<file path="src/rtl/ispu_pkg.sv">
// ----------------------------------------------------------------------------
// ispu_pkg: shared types and constants of the interpolating sample player
// field widths, item and register codes, controller/datapath interface
// ----------------------------------------------------------------------------
package ispu_pkg;

	localparam int KIND_W     = 2;
	localparam int LOAD_ADR_W = 16;
	localparam int SMP_W      = 16;
	localparam int MIX_W      = 24;
	localparam int LEN_W      = 17;
	localparam int RATE_W     = 19;
	localparam int CFG_IDX_W  = 2;
	localparam int CFG_DATA_W = 19;
	// integer bits of the play position: length plus one step stays below 2^18
	localparam int POS_INT_W  = 18;

	localparam logic [RATE_W-1:0] RATE_RESET = 19'd65536;

	typedef enum logic [KIND_W-1:0] {
		KIND_LOAD    = 2'd0,
		KIND_RENDER  = 2'd1,
		KIND_RESTART = 2'd2
	} kind_t;

	typedef enum logic [CFG_IDX_W-1:0] {
		CFG_LENGTH = 2'd0,
		CFG_STEREO = 2'd1,
		CFG_RATE   = 2'd2
	} cfg_reg_t;

	typedef struct packed {
		logic take;       // item beat accepted this cycle
		logic rd_hi;      // address the store with the upper frame
		logic cap_e0;     // capture the lower frame
		logic cap_mul;    // capture the products
		logic push_pend;  // load output from the pending result
		logic push_calc;  // load output from the interpolated sum
	} ispu_cmd_t;

	typedef struct packed {
		logic go;         // render item needs the store and interpolation
	} ispu_status_t;

endpackage

</file>
<file path="src/rtl/ispu_ctrl.sv">
// ----------------------------------------------------------------------------
// ispu_ctrl: sequencing controller of the sample player
// steps one item through read, multiply and sum, owns the handshakes
// ----------------------------------------------------------------------------
module ispu_ctrl import ispu_pkg::*; (
	input  logic         clk,
	input  logic         arst_n,
	input  logic         in_valid,
	output logic         in_ready,
	output logic         out_valid,
	input  logic         out_ready,
	input  ispu_status_t status,
	output ispu_cmd_t    cmd
);

	typedef enum logic [2:0] {
		ST_IDLE,
		ST_RD1,
		ST_MUL,
		ST_ADD,
		ST_PUSH
	} state_t;

	state_t state_q;
	logic   out_valid_q;
	logic   out_free;

	assign out_free  = !out_valid_q || out_ready;
	assign in_ready  = (state_q == ST_IDLE);
	assign out_valid = out_valid_q;

	always_comb begin
		cmd           = '0;
		cmd.take      = (state_q == ST_IDLE) && in_valid;
		cmd.rd_hi     = (state_q == ST_RD1);
		cmd.cap_e0    = (state_q == ST_RD1);
		cmd.cap_mul   = (state_q == ST_MUL);
		cmd.push_calc = (state_q == ST_ADD) && out_free;
		cmd.push_pend = (state_q == ST_PUSH) && out_free;
	end

	always_ff @(posedge clk or negedge arst_n) begin
		if (!arst_n) begin
			state_q     <= ST_IDLE;
			out_valid_q <= 1'b0;
		end else begin
			if (cmd.push_calc || cmd.push_pend)
				out_valid_q <= 1'b1;
			else if (out_ready)
				out_valid_q <= 1'b0;
			unique case (state_q)
				ST_IDLE: begin
					if (in_valid)
						state_q <= status.go ? ST_RD1 : ST_PUSH;
				end
				ST_RD1:  state_q <= ST_MUL;
				ST_MUL:  state_q <= ST_ADD;
				ST_ADD: begin
					if (out_free)
						state_q <= ST_IDLE;
				end
				ST_PUSH: begin
					if (out_free)
						state_q <= ST_IDLE;
				end
				default: state_q <= ST_IDLE;
			endcase
		end
	end

endmodule

</file>
<file path="config.mk">
export PLATFORM = sky130hd
export DESIGN_NAME = ispu_ctrl
export DESIGN_NICKNAME = d
export VERILOG_FILES = /design/src/rtl/ispu_pkg.sv /design/src/rtl/ispu_ctrl.sv
export SDC_FILE = /design/constraint.sdc
export NUM_CORES = 1
export LEC_CHECK = 0
export BUFFER_PORTS_ARGS = -buffer_cell sky130_fd_sc_hd__buf_2
export CAP_MARGIN = 20
export CORE_AREA = 2 2 39 41
export CTS_BUF_LIST = sky130_fd_sc_hd__clkbuf_2
export CTS_CLUSTER_DIAMETER = 50
export DETAILED_ROUTE_END_ITERATION = 16
export DIE_AREA = 0 0 41 43
export GPL_TIMING_DRIVEN = 0
export PLACE_DENSITY_LB_ADDON = 0.15
export SKIP_LAST_GASP = 1
export SLEW_MARGIN = 20
export SYNTH_ARGS = -nofsm -noshare
export SYNTH_HDL_FRONTEND = slang
export SYNTH_SLANG_ARGS = --single-unit
</file>
<file path="constraint.sdc">
create_clock -name clk -period 1.3 [get_ports clk]
set_clock_uncertainty 0.1 [all_clocks]
set_input_delay 0.26 -clock clk [delete_from_list [all_inputs] [get_ports clk]]
set_output_delay 0.26 -clock clk [all_outputs]
set_load 0.02 [all_outputs]
</file>
==> results of run 1 <==
layer usage:
layer | global-route usage, % | vias to the layer above | share of wire [%]
met5 | 0 | - | 0
met4 | 8.00 | 0 | 2.5
met2 | 11.6 | 12 | 45
met1 | 10.5 | 121 | 45
met3 | 4.71 | 2 | 7.6
li1 | - | 137 | -
repair_timing:
item | 4_1_cts | 5_1_grt
hold buffers | 1 | 0
buffers inserted | 5 | 2
endpoints found under the hold margin | 4 | 0
pin swaps | 3 | 1
setup endpoints to repair | 7 | 7
gates resized for setup | 11 | 0
cells in the mapped netlist, drive strengths merged:
library cell / count
nor2: 5
dfrtp: 4
nor3: 4
buf: 2
inv: 2
nand2: 2
a211oi: 1
a22oi: 1
and2: 1
nand2b: 1
nor2b: 1
o221ai: 1
o32ai: 1
kinds of logic (layout without fill, tap and decap cells):
| group | after synthesis | count (layout) | share of synthesized area, % |
|---|---|---|---|
| compound gates | 4 | 4 | 16.5 |
| buf+inv | 4 | 28 | 9.90 |
| flops | 4 | 4 | 37.7 |
| simple gates | 14 | 14 | 35.8 |
metrics by stage:
step	power, W	util, %	hold WS, ns
6_report	0.00126	35.4	0.206
2_1_floorplan	0.000757	-	-0.136
3_5_place_dp	0.000916	27.1	-0.0301
4_1_cts	0.00123	34.3	0.203
5_1_grt	0.00135	35.4	0.198
3_3_place_gp	0.000915	27.1	-0.0340
final timing paths:
path | cells past startpoint | to | slack [ns] | start
min in group asynchronous | 2 | state_q[2] | 0.28 | arst_n
worst min-delay path | 2 | out_valid | 0.21 | out_ready
worst min register to register | 2 | out_valid | 0.50 | out_valid
worst max register to register | 4 | state_q[1] | 0.09 | state_q[1]
worst max-delay path | 4 | cmd[0] | -0.24 | state_q[2]
max in group asynchronous | 2 | state_q[0] | 0.69 | arst_n
power by group through the flow:
stage	combinational [W]	sequential [W]	clock (W)
detailed placement	0.000620	0.000296	0
floorplan	0.000462	0.000295	0
finish	0.000813	0.000310	0.000140
global placement	0.000623	0.000292	0
global route	0.000861	0.000323	0.000162
CTS	0.000772	0.000314	0.000145
cell type report:
cell class | instances | area (um2)
Inverter | 2 | 10.0
Clock buffer | 4 | 20.0
Sequential cell | 4 | 103
Multi-Input combinational cell | 18 | 175
Fill cell | 156 | 895
Buffer | 2 | 18.8
Tap cell | 16 | 20.0
Timing Repair Buffer | 20 | 143
flip-flops by register name (all words and copies together) (netlist names):
name and count:
state_q 3, out_valid 1
worst max-delay path, cell delays in order (launching register included):
cell	delay, ns
dfrtp_1	0.37
buf_6	0.14
nand2b_4	0.16
nor3_4	0.17
buf_6	0.14
==> run metrics, run 1 <==
Mean Syn Cell Area 10.2 um2; Leak Pwr 0.231 nW; most common cell after layout, fill and taps aside buf_4; Worst VDD drop 0.997 mV; fmax 0.649 GHz; crit path time final 1.54 ns; clk sink count 4; Rows 14; P_sw 0.000568 W; Cells after Synth 26; CP endpoint kind output pin; share of post-route cells with drive strength above 1 80.0%; Yosys reg bits 4; vias in the first global route 264; CTS Buf Count 3; pwr/cell area 2580 nW/um2; setup TNS -1.35 ns; area grow syn2layout 84.4%; CP max FO 6; share of the synthesized area in the top cell type 37.7%; status finished with violations; commonest non-fill, non-tap cells in the layout buf_4 (11), buf_2 (7), clkbuf_2 (4); Sw Ratio 45.0%; Skew-Pair Late Insertion Delay 0.21 ns; drt wl/cell 9.80 um; placed cells 54; width of the die 41 um; Slew headroom 84.0%; Internal Power 0.000694 W; clock power share 11.1%; Seq pwr share 24.5%; pre-CTS setup slack -0.111 ns; DRT Pass-1 Iters 2; CTS tree built; top cells by area, synth dfrtp_1 (38%), nor3_2 (7.5%), o221ai_2 (5.7%); worst-case clock buffer depth 2; Gate power share 64.4%; Synthesis Warnings 0; clock-pin slew on the worst setup and hold paths 0.05 ns; Finish-stage setup viols 7; Remaining DRCs 0; Clock Tree Root clkbuf_2; Finished Cell Area 489 um2; total grt overflow 0; # IOs 13; Final Hold Violating Endpoints 0; Synth cell types 17; vias post-DR 272; Iter 0 DRT Violations 3; first-pass GRT wire length 1010 um; net count after synthesis 31; die area 1760 um2; # H-tree levels 1; post-synthesis cell area 265 um2; number of port buffers 12; crit path kind reg -> out; worst slew pin tran 0.241 ns; antenna cells 0; via/cell ratio 4.12; RSZ-0062 raised after global routing true; max_cap viols 0; fin worst setup slack -0.240 ns; Final ANT Viol Nets 0; initial antenna violation count 0; Starting Density 19.2%; placed cell area 375 um2; Routed WL 647 um; core area 1380 um2; Slew Limit Fails 0; HPWL after detailed placement 473 um; Hold Crit Class in -> reg; Startpoint Class flop; crit path DAT 1.18 ns; GRT Total Usage 9.09%; pin count of the biggest net entering global routing 7; GPL Wtd Cong 0.716; Synth area leader dfrtp_1; violated checks setup timing; worst path required time 0.94 ns; register area share after synthesis 37.7%; Cell Count, Final, Fillers Out 66; die height 43 um; # nets final 56; period utilization 118%
Note: power is estimated with default switching activity, not from simulation.
==> run 2, diff against run 1 <==
SKIP_CTS_REPAIR_TIMING = 1   (was default)
==> run metrics, run 2 (same netlist as run 1, synthesis figures left out) <==
status finished with violations; violated checks setup timing; vias post-DR 264; CP endpoint kind output pin; fmax 0.642 GHz; die height 43 um; pwr/cell area 2610 nW/um2; Skew-Pair Late Insertion Delay 0.21 ns; P_sw 0.000560 W; clock-pin slew on the worst setup and hold paths 0.05 ns; Clock Tree Root clkbuf_2; # H-tree levels 1; period utilization 120%; max_cap viols 0; Startpoint Class flop; Most flops, register state_q; RSZ-0062 raised after global routing true; Rows 14; crit path time final 1.56 ns; die area 1760 um2; # IOs 13; CP max FO 7; Finish-stage setup viols 7; worst-case clock buffer depth 2; Slew Limit Fails 0; Final Hold Violating Endpoints 0; commonest non-fill, non-tap cells in the layout buf_4 (9), buf_2 (6), clkbuf_2 (4); Remaining DRCs 0; most common cell after layout, fill and taps aside buf_4; first-pass GRT wire length 966 um; vias in the first global route 239; max reg flops 3; worst slew pin tran 0.242 ns; initial antenna violation count 0; CTS tree built; Slew headroom 83.9%; placed cell area 375 um2; Worst VDD drop 0.994 mV; Final ANT Viol Nets 0; CTS Buf Count 3; Iter 0 DRT Violations 8; Hold Crit Class in -> reg; core area 1380 um2; HPWL after detailed placement 473 um; Starting Density 19.2%; share of post-route cells with drive strength above 1 76.6%; Seq pwr share 25.4%; antenna cells 0; Gate power share 62.9%; fin util 33.7%; final hold slack 0.202 ns; pre-CTS setup slack -0.111 ns; register-to-register setup slack 0.18 ns; Routed WL 641 um; Internal Power 0.000657 W; Design Power 0.00122 W; DRT Pass-1 Iters 4; drt wl/cell 10.2 um; via/cell ratio 4.19; clk sink count 4; width of the die 41 um; Sw Ratio 46.0%; pin count of the biggest net entering global routing 9; Finished Cell Area 467 um2; fin worst setup slack -0.257 ns; number of port buffers 12; crit path DAT 1.20 ns; Leak Pwr 0.215 nW; worst path required time 0.94 ns; crit path kind reg -> out; area grow syn2layout 75.9%; clock power share 11.7%; GPL Wtd Cong 0.716; total grt overflow 0; # nets final 53; GRT Total Usage 8.79%
[run 2: power by group through the flow]
stage / registers [W] / logic [W] / clock network [W]
after CTS: 0.000294 / 0.000622 / 0.000145
final: 0.000309 / 0.000766 / 0.000143
after global routing: 0.000322 / 0.000811 / 0.000162
after floorplan: 0.000295 / 0.000462 / 0
after detailed placement: 0.000296 / 0.000620 / 0
after global placement: 0.000292 / 0.000623 / 0
[run 2: worst paths after layout]
kind / cells past startpoint / start / endpoint
worst max-delay path: 4 / state_q[2] / cmd[0]
worst max register to register: 4 / state_q[2] / out_valid
min in group asynchronous: 2 / arst_n / state_q[0]
worst min register to register: 2 / out_valid / out_valid
max in group asynchronous: 2 / arst_n / state_q[1]
worst min-delay path: 2 / out_ready / out_valid
[run 2: critical path, stage by stage, from the launching register on]
cell      delay (ns)
dfrtp_1         0.37
buf_6           0.14
nand2b_4        0.15
nor3_4          0.19
buf_6           0.14
[run 2: routing by layer]
| layer | GRT usage [%] | vias up | part of all wire, % |
|---|---|---|---|
| met5 | 0 | - | 0 |
| met4 | 8.00 | 0 | 2.5 |
| met3 | 4.71 | 2 | 7.6 |
| met2 | 10.6 | 12 | 44 |
| met1 | 10.5 | 119 | 46 |
| li1 | - | 131 | - |
[run 2: layout make-up]
class	instances	area (um2)
Timing Repair Buffer	17	123
Clock buffer	4	20.0
Multi-Input combinational cell	18	173
Fill cell	156	917
Inverter	2	10.0
Sequential cell	4	103
Tap cell	16	20.0
Buffer	2	18.8
[run 2: stage by stage]
| stage | setup TNS (ns) | cells |
|---|---|---|
| global route | -1.87 | 63 |
| floorplan | -0.137 | 26 |
| global placement | -0.209 | 54 |
| detailed placement | -0.302 | 54 |
| finish | -1.36 | 63 |
| CTS | -1.90 | 58 |
==> run 3, diff against run 2 <==
ABC_AREA = 1   (was default)
CTS_BUF_LIST = sky130_fd_sc_hd__clkbuf_8   (was sky130_fd_sc_hd__clkbuf_2)
==> run metrics, run 3 <==
Finish-stage setup viols 7; fill cell count 157; clk sink count 4; Routed WL 639 um; Startpoint Class flop; Skew-Pair Late Insertion Delay 0.22 ns; number of synthesized flops with an enable pin 0; first-pass GRT wire length 1020 um; setup TNS -1.06 ns; area grow syn2layout 63.6%; mux cell area share after synthesis 0%; XOR/XNOR share of the synthesized area 0%; post-synthesis cell area 272 um2; Mean Syn Cell Area 6.62 um2; share of post-route cells with drive strength above 1 50.8%; clock power share 22.4%; # nets final 66; Gate power share 56.6%; most common cell after layout, fill and taps aside nand2_1; total grt overflow 0; Final ANT Viol Nets 0; fin util 32.1%; Slew Limit Fails 0; Seq pwr share 21.0%; crit path DAT 1.17 ns; crit path kind reg -> out; commonest non-fill, non-tap cells in the layout nand2_1 (9), buf_4 (8), nor2_1 (6), buf_2 (6), inv_1 (5); P_sw 0.000501 W; antenna cells 0; Synth Area in Compound Gates 1.84%; Hold EP state_q[2]; worst-case clock buffer depth 2; Slew headroom 86.0%; number of port buffers 12; register area share after synthesis 36.9%; HPWL after detailed placement 483 um; crit path time final 1.53 ns; DRT Pass-1 Iters 4; Iter 0 DRT Violations 7; most used standard cell by instance count after synthesis nand2_1; Yosys reg bits 4; Post-synth top cells nand2_1 (9), nor2_1 (8), inv_1 (6), dfrtp_1 (4), nand3_1 (3); clock-pin slew on the worst setup and hold paths 0.03 ns; net count after synthesis 46; beginning of the worst hold path status; GRT Total Usage 9.26%; Clock Tree Root clkbuf_8; multi-input logic area 139 um2; # H-tree levels 1; violated checks setup timing; Leak Pwr 0.253 nW; drt wl/cell 8.52 um; RSZ-0062 raised after global routing true; fin worst setup slack -0.233 ns; Sw Ratio 43.1%; Reg2Reg Depth 6; register-to-register setup slack 0.15 ns; Internal Power 0.000660 W; width of the die 41 um; share of the synthesized area in the top cell type 36.9%; via/cell ratio 4.05; core area 1380 um2; vias post-DR 304; pin count of the biggest net entering global routing 6; worst r2r src state_q[0]; Rows 14; Async S/R FF share, synth 100%; initial antenna violation count 0; die area 1760 um2; pwr/cell area 2610 nW/um2; Hold Path Stages 4; Starting Density 19.6%; largest family of logic cells by synthesized area simple AND/OR/NAND/NOR gates; Storage cell area 103 um2; GPL Wtd Cong 0.700; Main synth FF type dfrtp_1; CP endpoint kind output pin; Post-Synth Simple-Gate Area 47.5%; Post-Synth Adder-Cell Area 0%; status finished with violations; Synth cell types 12; Synth area leader dfrtp_1; Worst VDD drop 0.792 mV; Design Power 0.00116 W; Most flops, register state_q; max reg flops 3; Final Hold Violating Endpoints 0; Synthesis Warnings 0; worst r2r dst state_q[0]; CP max FO 5; die height 43 um; Remaining DRCs 0; Hold Crit Class in -> reg; CTS tree built; worst path required time 0.94 ns; Cells after Synth 41; CTS Buf Count 3; worst slew pin tran 0.210 ns; max_cap viols 0; period utilization 118%; top cells by area, synth dfrtp_1 (37%), nand2_1 (12%), nor2_1 (11%); vias in the first global route 264; fmax 0.652 GHz; # IOs 13
## run 3: cell count changes in the layout (fill, tap and decap cells not counted), sizes merged, moves of 2 or more
cell	before	now
buf	18	15
nand2	2	11
nor2	5	10
nor3	4	0
inv	2	8
nand3	0	4
nand3b	0	2
## run 3: worst max path at each step
stage                     from     end  slack [ns]  depth (start not counted)
global route        state_q[0]  cmd[0]       -0.31                          5
finish              state_q[0]  cmd[0]       -0.23                          5
detailed placement  state_q[2]  cmd[4]        0.01                          5
CTS                 state_q[2]  cmd[4]       -0.22                          5
global placement    state_q[0]  cmd[0]      -0.006                          5
floorplan           state_q[0]  cmd[0]        0.03                          4
## run 3: cells by family (layout without fill, tap and decap cells)
family / count (synthesis) / after routing
simple gates: 27 / 27
buf+inv: 9 / 27
flops: 4 / 4
compound gates: 1 / 1
## run 3: critical path, cell delays in order (launching register included)
cell and delay [ns]:
dfrtp_1 0.41, nand2_1 0.10, nor2_1 0.15, inv_1 0.07, nor2_1 0.09, buf_4 0.15
## run 3: metrics by stage
| stage | instances | instance area, um2 | hold WS (ns) | worst slack (ns) |
|---|---|---|---|---|
| 2_1_floorplan | 41 | 272 | -0.136 | 0.0287 |
| 3_3_place_gp | 69 | 352 | -0.0302 | -0.00635 |
| 3_5_place_dp | 69 | 352 | -0.0317 | 0.0105 |
| 4_1_cts | 72 | 393 | -0.263 | -0.221 |
| 5_1_grt | 75 | 444 | 0.266 | -0.314 |
| 6_report | 75 | 444 | 0.235 | -0.233 |
## run 3: layout make-up
cell class / instances / share of cell area [%]
timing repair buffer: 15 / 23.4
buffer: 1 / 1.69
clock buffer: 3 / 9.30
sequential: 4 / 23.1
inverter: 8 / 6.76
tap: 16 / 4.51
multi-input combinational: 28 / 31.3
## run 3: routing by layer
layer,track usage (%),vias to the layer above,routed length [um]
li1,-,161,-
met1,11.7,126,291
met2,10.9,15,273
met3,6.28,2,57
met4,6.00,0,17
met5,0,-,0
## run 3: power groups by stage
stage               logic, W  registers (W)  clock network [W]
floorplan           0.000392       0.000243                  0
global placement    0.000552       0.000247                  0
detailed placement  0.000551       0.000240                  0
CTS                 0.000554       0.000240           0.000268
global route        0.000728       0.000254           0.000278
finish              0.000658       0.000244           0.000260
